File: src/rtl/core/alfr_pkg.sv
// ----------------------------------------------------------------------------
// ASCII LRC frame receiver package
// Character codes, field types and hex digit decode helpers.
// ----------------------------------------------------------------------------
package alfr_pkg;

   typedef logic [7:0] char_type;
   typedef logic [6:0] count7_type;

   localparam char_type   CHAR_COLON      = 8'h3A;
   localparam char_type   CHAR_CR         = 8'h0D;
   localparam char_type   CHAR_LF         = 8'h0A;
   localparam char_type   CHAR_ZERO       = 8'h30;
   localparam char_type   CHAR_A          = 8'h41;
   localparam char_type   CHAR_AT         = 8'h40;
   localparam char_type   DIGIT_TEN       = 8'd10;
   localparam count7_type MAX_CHARS_RESET = 7'd60;

   // Data digit: letters above '@' map from 'A' = 10, everything else from '0'.
   function automatic char_type data_digit(input char_type c);
      if (c > CHAR_AT) begin
         return c - CHAR_A + DIGIT_TEN;
      end
      return c - CHAR_ZERO;
   endfunction

   // Check digit: below ':' take c mod '0', else (c mod 'A') + 10.
   function automatic char_type check_digit(input char_type c);
      char_type m;
      if (c < CHAR_COLON) begin
         return (c >= CHAR_ZERO) ? c - CHAR_ZERO : c;
      end
      if (c >= 8'(3 * CHAR_A)) begin
         m = c - 8'(3 * CHAR_A);
      end else if (c >= 8'(2 * CHAR_A)) begin
         m = c - 8'(2 * CHAR_A);
      end else if (c >= CHAR_A) begin
         m = c - CHAR_A;
      end else begin
         m = c;
      end
      return m + DIGIT_TEN;
   endfunction

endpackage

File: src/rtl/core/ascii_lrc_frame_receiver_unit.sv
// ----------------------------------------------------------------------------
// ASCII LRC frame receiver
// Collects ':'-framed characters up to CR LF, then walks the character store
// with one read port and a single 8-bit accumulator to check the LRC.
// ----------------------------------------------------------------------------
// Ordinary characters are accepted one per cycle while the unit receives. The
// LF that ends a frame of n >= 5 characters stalls the input while the store
// is read for indexes 1 to n-3 through the registered read port and the result
// register is loaded; the status is valid once that register is loaded. A
// four-character frame skips the reads. A status held by rsp_stall also delays
// that load and extends the input stall. Reset returns to idle with max_chars 60.
module ascii_lrc_frame_receiver_unit #(
   parameter int BUFFER_DEPTH = 64
) (
   input  logic                clock,
   input  logic                reset,
   input  logic                req_valid,
   output logic                req_stall,
   input  alfr_pkg::char_type  req_rx_char,
   output logic                rsp_valid,
   input  logic                rsp_stall,
   output logic                rsp_frame_good,
   output alfr_pkg::count7_type rsp_frame_chars,
   output alfr_pkg::char_type  rsp_computed_check,
   output alfr_pkg::char_type  rsp_received_check,
   input  logic                csr_valid,
   output logic                csr_ready,
   input  alfr_pkg::count7_type csr_max_chars
);
   import alfr_pkg::*;

   localparam int CW = $clog2(BUFFER_DEPTH + 1);
   localparam int IW = $clog2(BUFFER_DEPTH);
   localparam int MW = (CW > 7) ? CW : 7;

   typedef logic [CW-1:0] cnt_type;
   typedef enum logic [1:0] {ST_RECV, ST_WALK, ST_EMIT} state_type;

   state_type  state_ff;
   cnt_type    fill_ff, len_ff, issue_ff, tag_ff;
   logic       tag_vld_ff, short_ff;
   char_type   prev_ff, rd_data_ff, sum_ff, recv_ff;
   logic [3:0] hi_ff;
   count7_type max_chars_ff;
   logic       rsp_valid_ff, rsp_good_ff;
   count7_type rsp_chars_ff;
   char_type   rsp_comp_ff, rsp_recv_ff;

   char_type   store_mem [BUFFER_DEPTH];

   logic [MW-1:0] max_ext, depth_ext, lim, fill_ext;
   logic          accept, idle, full, store_en, frame_end, out_free;
   cnt_type       n_next, last_issue, data_end, chk_hi_pos;
   char_type      ddig, cdig, comp_val;

   assign accept    = req_valid && !req_stall;
   assign req_stall = (state_ff != ST_RECV);
   assign csr_ready = 1'b1;

   assign max_ext   = MW'(max_chars_ff);
   assign depth_ext = MW'(BUFFER_DEPTH);
   assign lim       = (max_ext > depth_ext) ? depth_ext : max_ext;
   assign fill_ext  = MW'(fill_ff);
   assign idle      = (fill_ff == '0);
   assign full      = !idle && (fill_ext >= lim);
   assign n_next    = fill_ff + cnt_type'(1);
   assign store_en  = accept && ((idle && req_rx_char == CHAR_COLON) || (!idle && !full));
   assign frame_end = accept && !idle && !full && (req_rx_char == CHAR_LF)
                      && (prev_ff == CHAR_CR) && (n_next >= cnt_type'(4));

   assign last_issue = len_ff - cnt_type'(3);
   assign chk_hi_pos = len_ff - cnt_type'(4);
   assign data_end   = (len_ff - cnt_type'(5)) & ~cnt_type'(1);
   assign ddig       = data_digit(rd_data_ff);
   assign cdig       = check_digit(rd_data_ff);
   assign comp_val   = 8'd0 - sum_ff;
   assign out_free   = !rsp_valid_ff || !rsp_stall;

   always_ff @(posedge clock) begin
      if (store_en) begin
         store_mem[fill_ff[IW-1:0]] <= req_rx_char;
      end
      rd_data_ff <= store_mem[issue_ff[IW-1:0]];
   end

   always_ff @(posedge clock) begin
      if (reset) begin
         state_ff     <= ST_RECV;
         fill_ff      <= '0;
         tag_vld_ff   <= 1'b0;
         rsp_valid_ff <= 1'b0;
         max_chars_ff <= MAX_CHARS_RESET;
      end else begin
         if (csr_valid && csr_ready) begin
            max_chars_ff <= csr_max_chars;
         end
         // emit reloads the result register itself
         if (rsp_valid_ff && !rsp_stall && state_ff != ST_EMIT) begin
            rsp_valid_ff <= 1'b0;
         end
         tag_vld_ff <= (state_ff == ST_WALK) && (issue_ff <= last_issue);
         tag_ff     <= issue_ff;

         case (state_ff)
            ST_RECV: begin
               if (accept) begin
                  if (idle) begin
                     if (req_rx_char == CHAR_COLON) begin
                        fill_ff <= cnt_type'(1);
                        prev_ff <= req_rx_char;
                     end
                  end else if (full) begin
                     // drop the partial frame
                     fill_ff <= '0;
                  end else if (frame_end) begin
                     fill_ff  <= '0;
                     len_ff   <= n_next;
                     sum_ff   <= '0;
                     recv_ff  <= '0;
                     issue_ff <= cnt_type'(1);
                     if (n_next == cnt_type'(4)) begin
                        short_ff <= 1'b1;
                        state_ff <= ST_EMIT;
                     end else begin
                        short_ff <= 1'b0;
                        state_ff <= ST_WALK;
                     end
                  end else begin
                     fill_ff <= n_next;
                     prev_ff <= req_rx_char;
                  end
               end
            end
            ST_WALK: begin
               if (issue_ff <= last_issue) begin
                  issue_ff <= issue_ff + cnt_type'(1);
               end
               if (tag_vld_ff) begin
                  if (tag_ff <= data_end) begin
                     if (tag_ff[0]) begin
                        hi_ff <= ddig[3:0];
                     end else begin
                        sum_ff <= sum_ff + {hi_ff, 4'h0} + ddig;
                     end
                  end else if (tag_ff == chk_hi_pos) begin
                     hi_ff <= cdig[3:0];
                  end else if (tag_ff == last_issue) begin
                     recv_ff  <= {hi_ff, 4'h0} + cdig;
                     state_ff <= ST_EMIT;
                  end
               end
            end
            ST_EMIT: begin
               if (out_free) begin
                  rsp_valid_ff <= 1'b1;
                  rsp_good_ff  <= !short_ff && (comp_val == recv_ff);
                  rsp_chars_ff <= 7'(len_ff);
                  rsp_comp_ff  <= comp_val;
                  rsp_recv_ff  <= recv_ff;
                  state_ff     <= ST_RECV;
               end
            end
            default: begin
               state_ff <= ST_RECV;
            end
         endcase
      end
   end

   assign rsp_valid          = rsp_valid_ff;
   assign rsp_frame_good     = rsp_good_ff;
   assign rsp_frame_chars    = rsp_chars_ff;
   assign rsp_computed_check = rsp_comp_ff;
   assign rsp_received_check = rsp_recv_ff;

   a_fill_bound: assert property (@(posedge clock) disable iff (reset)
      MW'(fill_ff) <= depth_ext)
      else $error("fill count beyond buffer depth");

   a_walk_bound: assert property (@(posedge clock) disable iff (reset)
      state_ff == ST_WALK |-> issue_ff <= last_issue + cnt_type'(1))
      else $error("store walk ran past the check characters");

   a_rsp_source: assert property (@(posedge clock) disable iff (reset)
      $rose(rsp_valid) |-> $past(state_ff == ST_EMIT))
      else $error("result raised outside of emit");

   a_short_bad: assert property (@(posedge clock) disable iff (reset)
      state_ff == ST_EMIT && short_ff |-> sum_ff == '0 && recv_ff == '0)
      else $error("short frame carries nonzero check values");

endmodule
File: config.mk
export PLATFORM = sky130hd
export DESIGN_NAME = ascii_lrc_frame_receiver_unit
export DESIGN_NICKNAME = d
export VERILOG_FILES = /design/src/rtl/core/alfr_pkg.sv /design/src/rtl/core/ascii_lrc_frame_receiver_unit.sv
export SDC_FILE = /design/constraint.sdc
export NUM_CORES = 1
export LEC_CHECK = 0
export BUFFER_PORTS_ARGS = -buffer_cell sky130_fd_sc_hd__buf_2
export CAP_MARGIN = 40
export CELL_PAD_IN_SITES_DETAIL_PLACEMENT = 1
export CELL_PAD_IN_SITES_GLOBAL_PLACEMENT = 2
export CORE_MARGIN = 2
export CORE_UTILIZATION = 25
export DETAILED_ROUTE_END_ITERATION = 8
export PLACE_DENSITY = 0.55
export SKIP_LAST_GASP = 1
export SLEW_MARGIN = 20
export SYNTH_ARGS = -nofsm -noshare
export SYNTH_HDL_FRONTEND = slang
export SYNTH_SLANG_ARGS = --single-unit
File: constraint.sdc
create_clock -name clock -period 4.1 [get_ports clock]
set_input_delay 0.205 -clock clock [delete_from_list [all_inputs] [get_ports clock]]
set_output_delay 0.205 -clock clock [all_outputs]
set_load 0.02 [all_outputs]
# Yosys cells after proc, flatten, opt, wreduce, memory -nomap -nowiden
# Memories as Yosys holds them, arrays and structs flattened. A register that Yosys moved wholly into a read port is not among the register bits.
# Cells that the tools add are included.
[word_totals]
ff_bits = 92
latch_bits = 0
mem_bits_rw = 512
mem_bits_ro = 0
inputBits = 20
memories = 1
[mem_list]
columns = ["memory", "words", "word_bits", "read_ports", "rd_clocked_by_memory_dff", "write_ports", "line", "rtl"]
rows = [
  ["store_mem", 64, 8, 1, 1, 1, "ascii_lrc_frame_receiver_unit.sv:49", "char_type store_mem [BUFFER_DEPTH];"],
]
[op_classes]
addsub = 15
multipliers = 0
n_div = 0
order_cmp = 11
eq_ne = 26
shifts = 0
n_mux = 59
bitwise_logic = 3
reduce_logical = 36
[ops]
columns = ["cell", "count"]
rows = [
  ["$mux 8", 24],
  ["$mux 7", 10],
  ["$pmux 8 s2", 2],
  ["$ne 2x2->1 const B", 13],
  ["$add 8x8->8", 3],
  ["$mux 2", 10],
  ["$reduce_and 9->1", 2],
  ["$add 8x4->8 const B", 2],
  ["$eq 8x4->1 const B", 2],
  ["$ge 8x8->1 const B", 2],
  ["$sub 8x8->8 const B", 2],
  ["$add 7x1->7 const B", 2],
  ["$eq 7x7->1", 2],
  ["$le 7x7->1", 2],
  ["$logic_and 1x1->1", 14],
  ["$pmux 7 s2", 1],
  ["$sub 7x3->7 const B", 2],
  ["$mux 4", 3],
  ["$reduce_and 6->1", 2],
  ["$reduce_and 10->1", 1],
  ["$eq 8x6->1 const B", 1],
  ["$eq 8x8->1", 1],
  ["$ge 8x6->1 const B", 1],
  ["$ge 8x7->1 const B", 1],
  ["24 further kinds", 45],
]

# Longest topological paths before layout
[depth]
ltp_word = 14
depth_mapped = 22
ltp_nobuf = 20

# Worst setup path after synthesis
# OpenSTA, ideal clock, no wires.
[synth_path]
path_kind = "register to register"
startpoint = "register rd_data_ff[4], read port of store_mem"
endpoint = "register recv_ff[7] (data pin)"
setup_ps = 267
arrival_ps = 4084
path_slack_ps = -251
stages_incl_launch_ff = 23
path_buffers = 2
cell_sequence = "dfxtp_1 clkbuf_1 inv_1 ha_1 clkbuf_1 o31a_1 a211o_1 nand2_1 o211ai_1 a31oi_2 ha_1 o21ai_0 xnor2_1 a21o_1 ha_1 a21o_1 a21oi_1 xnor2_1 nor2_1 nand2_1 a21oi_1 a31oi_1 nand4_1"
[synth_via]
elab_chain_len = 13
[synth_lines]
columns = ["element", "line", "rtl"]
rows = [
  ["start: declaration", "ascii_lrc_frame_receiver_unit.sv:42", "char_type prev_ff, rd_data_ff, sum_ff, recv_ff;"],
  ["$sub 8x7->8 / $ge 8x7->1 (equally long branches)", "alfr_pkg.sv:38, alfr_pkg.sv:37", ""],
  ["$mux 8", "alfr_pkg.sv:37", "end else if (c >= CHAR_A) begin"],
  ["$mux 8", "alfr_pkg.sv:35", "end else if (c >= 8'(2 * CHAR_A)) begin"],
  ["$mux 8 (2 in a row)", "alfr_pkg.sv:33", "if (c >= 8'(3 * CHAR_A)) begin"],
  ["$add 8x4->8", "alfr_pkg.sv:42", "return m + DIGIT_TEN;"],
  ["$mux 8 *", "alfr_pkg.sv:33", ""],
  ["$add 8x8->8 *", "ascii_lrc_frame_receiver_unit.sv:148", "recv_ff <= {hi_ff, 4'h0} + cdig;"],
  ["$mux 8 *", "ascii_lrc_frame_receiver_unit.sv:147", "end else if (tag_ff == last_issue) begin"],
  ["$mux 8 *", "ascii_lrc_frame_receiver_unit.sv:145", "end else if (tag_ff == chk_hi_pos) begin"],
  ["$mux 8 *", "ascii_lrc_frame_receiver_unit.sv:139", "if (tag_ff <= data_end) begin"],
  ["$mux 8 *", "ascii_lrc_frame_receiver_unit.sv:138", "if (tag_vld_ff) begin"],
  ["$pmux 8 s2 *", "ascii_lrc_frame_receiver_unit.sv:104", "case (state_ff)"],
  ["end signal: assignment", "ascii_lrc_frame_receiver_unit.sv:148", ""],
  ["end: declaration", "ascii_lrc_frame_receiver_unit.sv:42", ""],
]
# Every way passes the cells marked *; elsewhere a longest branch is shown, timed or not. The select of a mux whose other input is x is not followed.
# A chain may end at the register's enable or synchronous reset.

# Worst setup path after layout
[layout_path]
startpoint = "register rd_data_ff[1], read port of store_mem"
endpoint = "register recv_ff[7] (data pin)"
# Same word-level chain as after synthesis.

==> reports/metrics.cfg <==
[floorplanning]
io_pins = 47
die_h_um = 328.1
coreArea_um2 = 103800
die_area_um2 = 107700
initial_core_util_pct = 25.30
fp.dieW_um = 328.1
rows = 118

[placed_design]
post-place-ws_ns = -0.05851
place_hpwl_um = 46510
gp_congestion = 0.7953
io_buffers = 45
postPlaceCellArea_um2 = 29330

[job]
drv_cap = 0

[outcome]
status = completed

[global_routing]
grt_pass1_wl_um = 105900
grt-ovfl-total = 0
first_global_vias = 15290
antenna_found_initial = 6
grt_max_degree = 66
track_usage_pct = 13.37

[route]
wire_per_inst_um = 22.61
drt_iter0_drc = 986
antenna_left = 0
num_vias = 14280
first_pass_iters = 5
wl_um = 71170
routed_via_density = 4.537
drc = 0

[timing]
rsz0062_at_grt = yes
maxSlewHeadroom_pct = 42.41
clock-skew-final_ns = 0.06021
final-max-slew-violation-count = 0
max_freq_ghz = 0.2469
worst_pin_slew_ns = 0.8639
finalCriticalPeriod_ns = 4.051
hold_viol = 0
fin_crit_sh_pct = 98.80
setup_viol = 0
layout_setup_ws_ns = 0.04938

[clock_network]
clock-sinks = 612
clkSlewWorstSetupHoldPaths_ns = 0.06
insertion_delay_ns = 0.65
h-tree-depth = 3
cts_tree = yes
cts_inserted_buffers = 70
root_buffer = clkbuf_16
clock_path_buffers = 3

[synth]
syn_avg_cell_area_um2 = 17.82
synth_fp_nets = 1552
synthSimpleGateAreaFrac_pct = 5.303
synth-warning-count = 0
async_flop_share_pct = 0
ys_ff_latch = 612
synthAdderAreaFrac_pct = 2.906
yosysUniqueCellTypes = 73
ys.flop_type = edfxtp_1
synth_top_family_by_area = multiplexers
synth-edff-count = 586
synth_compound_area_share_pct = 3.645
synthXorXnorAreaFrac_pct = 2.535
synth_mux_area_share_pct = 14.87
synth_cells = 1474
syn_area_um2 = 26260
ys_seq_area_share_pct = 68.99

[finish]
fill_cells = 10730
synthToLayoutAreaGrowth_pct = 22.17
most-common-layout-cells = edfxtp_1, mux4_2, buf_4
fin_area_um2 = 32080
drive_gt1_share_pct = 29.88
multi_input_area_um2 = 7845
regArea_um2 = 18120
final_common_cell = edfxtp_1
finalNetCount = 1791

[hold_path]
hp-class = primary input to flop

[critical_path]
cp_max_fo = 5
required_ns = 4.45
worst_setup_path_end_kind = flop
crit_type = flop to flop
critPathLaunchType = flop
crit_arrival_ns = 4.40

[pwr]
ir_drop_v = 0.0002864
p_leak_nw = 10.61
power-per-cell-area_nw_per_um2 = 416.8

## layer usage
| layer | track usage [%] | part of all wire, % |
|---|---|---|
| met5 | 0 | 0.032 |
| met1 | 17.97 | 45 |
| met3 | 2.120 | 3.7 |
| met4 | 3.720 | 2.2 |
| met2 | 22.35 | 49 |
## synth_stat cells, drive strengths merged, types with 10 or more instances
library cell  count  share of area [%]
dfxtp            26                2.0
nor3             16               0.30
nor2b            10               0.24
and2             14               0.33
buf              27               0.48
a21oi            34               0.66
clkbuf           47               0.67
nand2            53               0.77
nand3            22               0.42
o21ai            30               0.59
edfxtp          586                 67
ha               53                2.5
xnor2            48                1.6
mux2i            11               0.42
xor2             28               0.93
mux4            168                 14
nor2            128                1.8
nand2b           11               0.26
inv              41               0.59
## metrics by stage
step / TNS [ns] / power (W) / util, % / hold slack [ns] / std cells
2_1_floorplan: 0 / 0.007006 / - / 0.3039 / 1474
3_3_place_gp: 0 / 0.007123 / 28.19 / 0.4332 / 2985
4_1_cts: 0 / 0.01355 / 30.77 / 0.03246 / 3139
6_report: 0 / 0.01337 / 30.91 / 0.05631 / 3148
3_5_place_dp: -0.05851 / 0.007134 / 28.26 / 0.4340 / 2991
5_1_grt: -0.1546 / 0.01378 / 30.91 / 0.04801 / 3147
## worst max-delay path: stages, from the launching register on
cell and delay, ns:
dfxtp_2 0.32, inv_2 0.06, buf_4 0.11, ha_4 0.13
or4b_4 0.51, a31oi_4 0.23, mux2i_4 0.10, buf_4 0.15
a31o_1 0.23, a32oi_4 0.24, nand2_2 0.07, or4b_1 0.52
nand2_2 0.10, ha_4 0.21, a21oi_4 0.14, xnor2_2 0.17
nor2_1 0.09, nand2_1 0.07, a21oi_1 0.04, a31oi_1 0.17
nand4_1 0.11
## sequential cells by signal, summed over array words and instances (netlist names)
register and flops:
state_ff 2, rsp_computed_check 8, rsp_frame_chars 7, max_chars_ff 7, tag_ff 7, hi_ff 4, rsp_valid 1, rsp_received_check 8
issue_ff 7, sum_ff 8, short_ff 1, store_mem 512, prev_ff 8, rd_data_ff 8, tag_vld_ff 1, len_ff 7
rsp_frame_good 1, recv_ff 8, fill_ext 7
## cell type report
type                       instances  area share [%]
sequential                       612           56.48
timing repair buffer             241           5.901
multi-input combinational        747           24.45
antenna                            1        0.007800
inverter                          41          0.4797
tap                             1380           5.382
clock inverter                    45           1.712
clock buffer                      81           5.589
## where the power goes
part           total (W)  switching [W]  leakage, nW  internal [W]
clock network    0.00636        0.00266         1.14       0.00370
registers        0.00685     0.00000539         5.48       0.00684
logic           0.000168       0.000127         3.99     0.0000415
## repair_timing
| action | in CTS | in global routing |
|---|---|---|
| setup buffers | 1 | 8 |
| hold buffers | 21 | 0 |
| pin swaps | 3 | 22 |
| endpoints found under the hold margin | 18 | 0 |
| resized for setup | 7 | 22 |
| setup endpoints to repair | 1 | 2 |
## path summary, 6_finish.rpt
kind | startpoint | endpoint | slack (ns) | cells past startpoint
worst max-delay path | rd_data_ff[1] | recv_ff[7] | 0.05 | 20
worst min-delay path | req_rx_char[4] | prev_ff[4] | 0.06 | 1
worst max register to register | rd_data_ff[1] | recv_ff[7] | 0.05 | 20
worst min register to register | recv_ff[1] | rsp_received_check[1] | 0.48 | 0
## kinds of logic after synthesis
family	after synthesis
XOR/XNOR	76
other	1
adder cells (fa/ha/maj)	58
buffers and inverters	115
flip-flops	612
AND/OR/NAND/NOR	295
multiplexers	180
AO/OA/AOI/OAI	137
No activity file was read; power rests on OpenSTA's default activity.
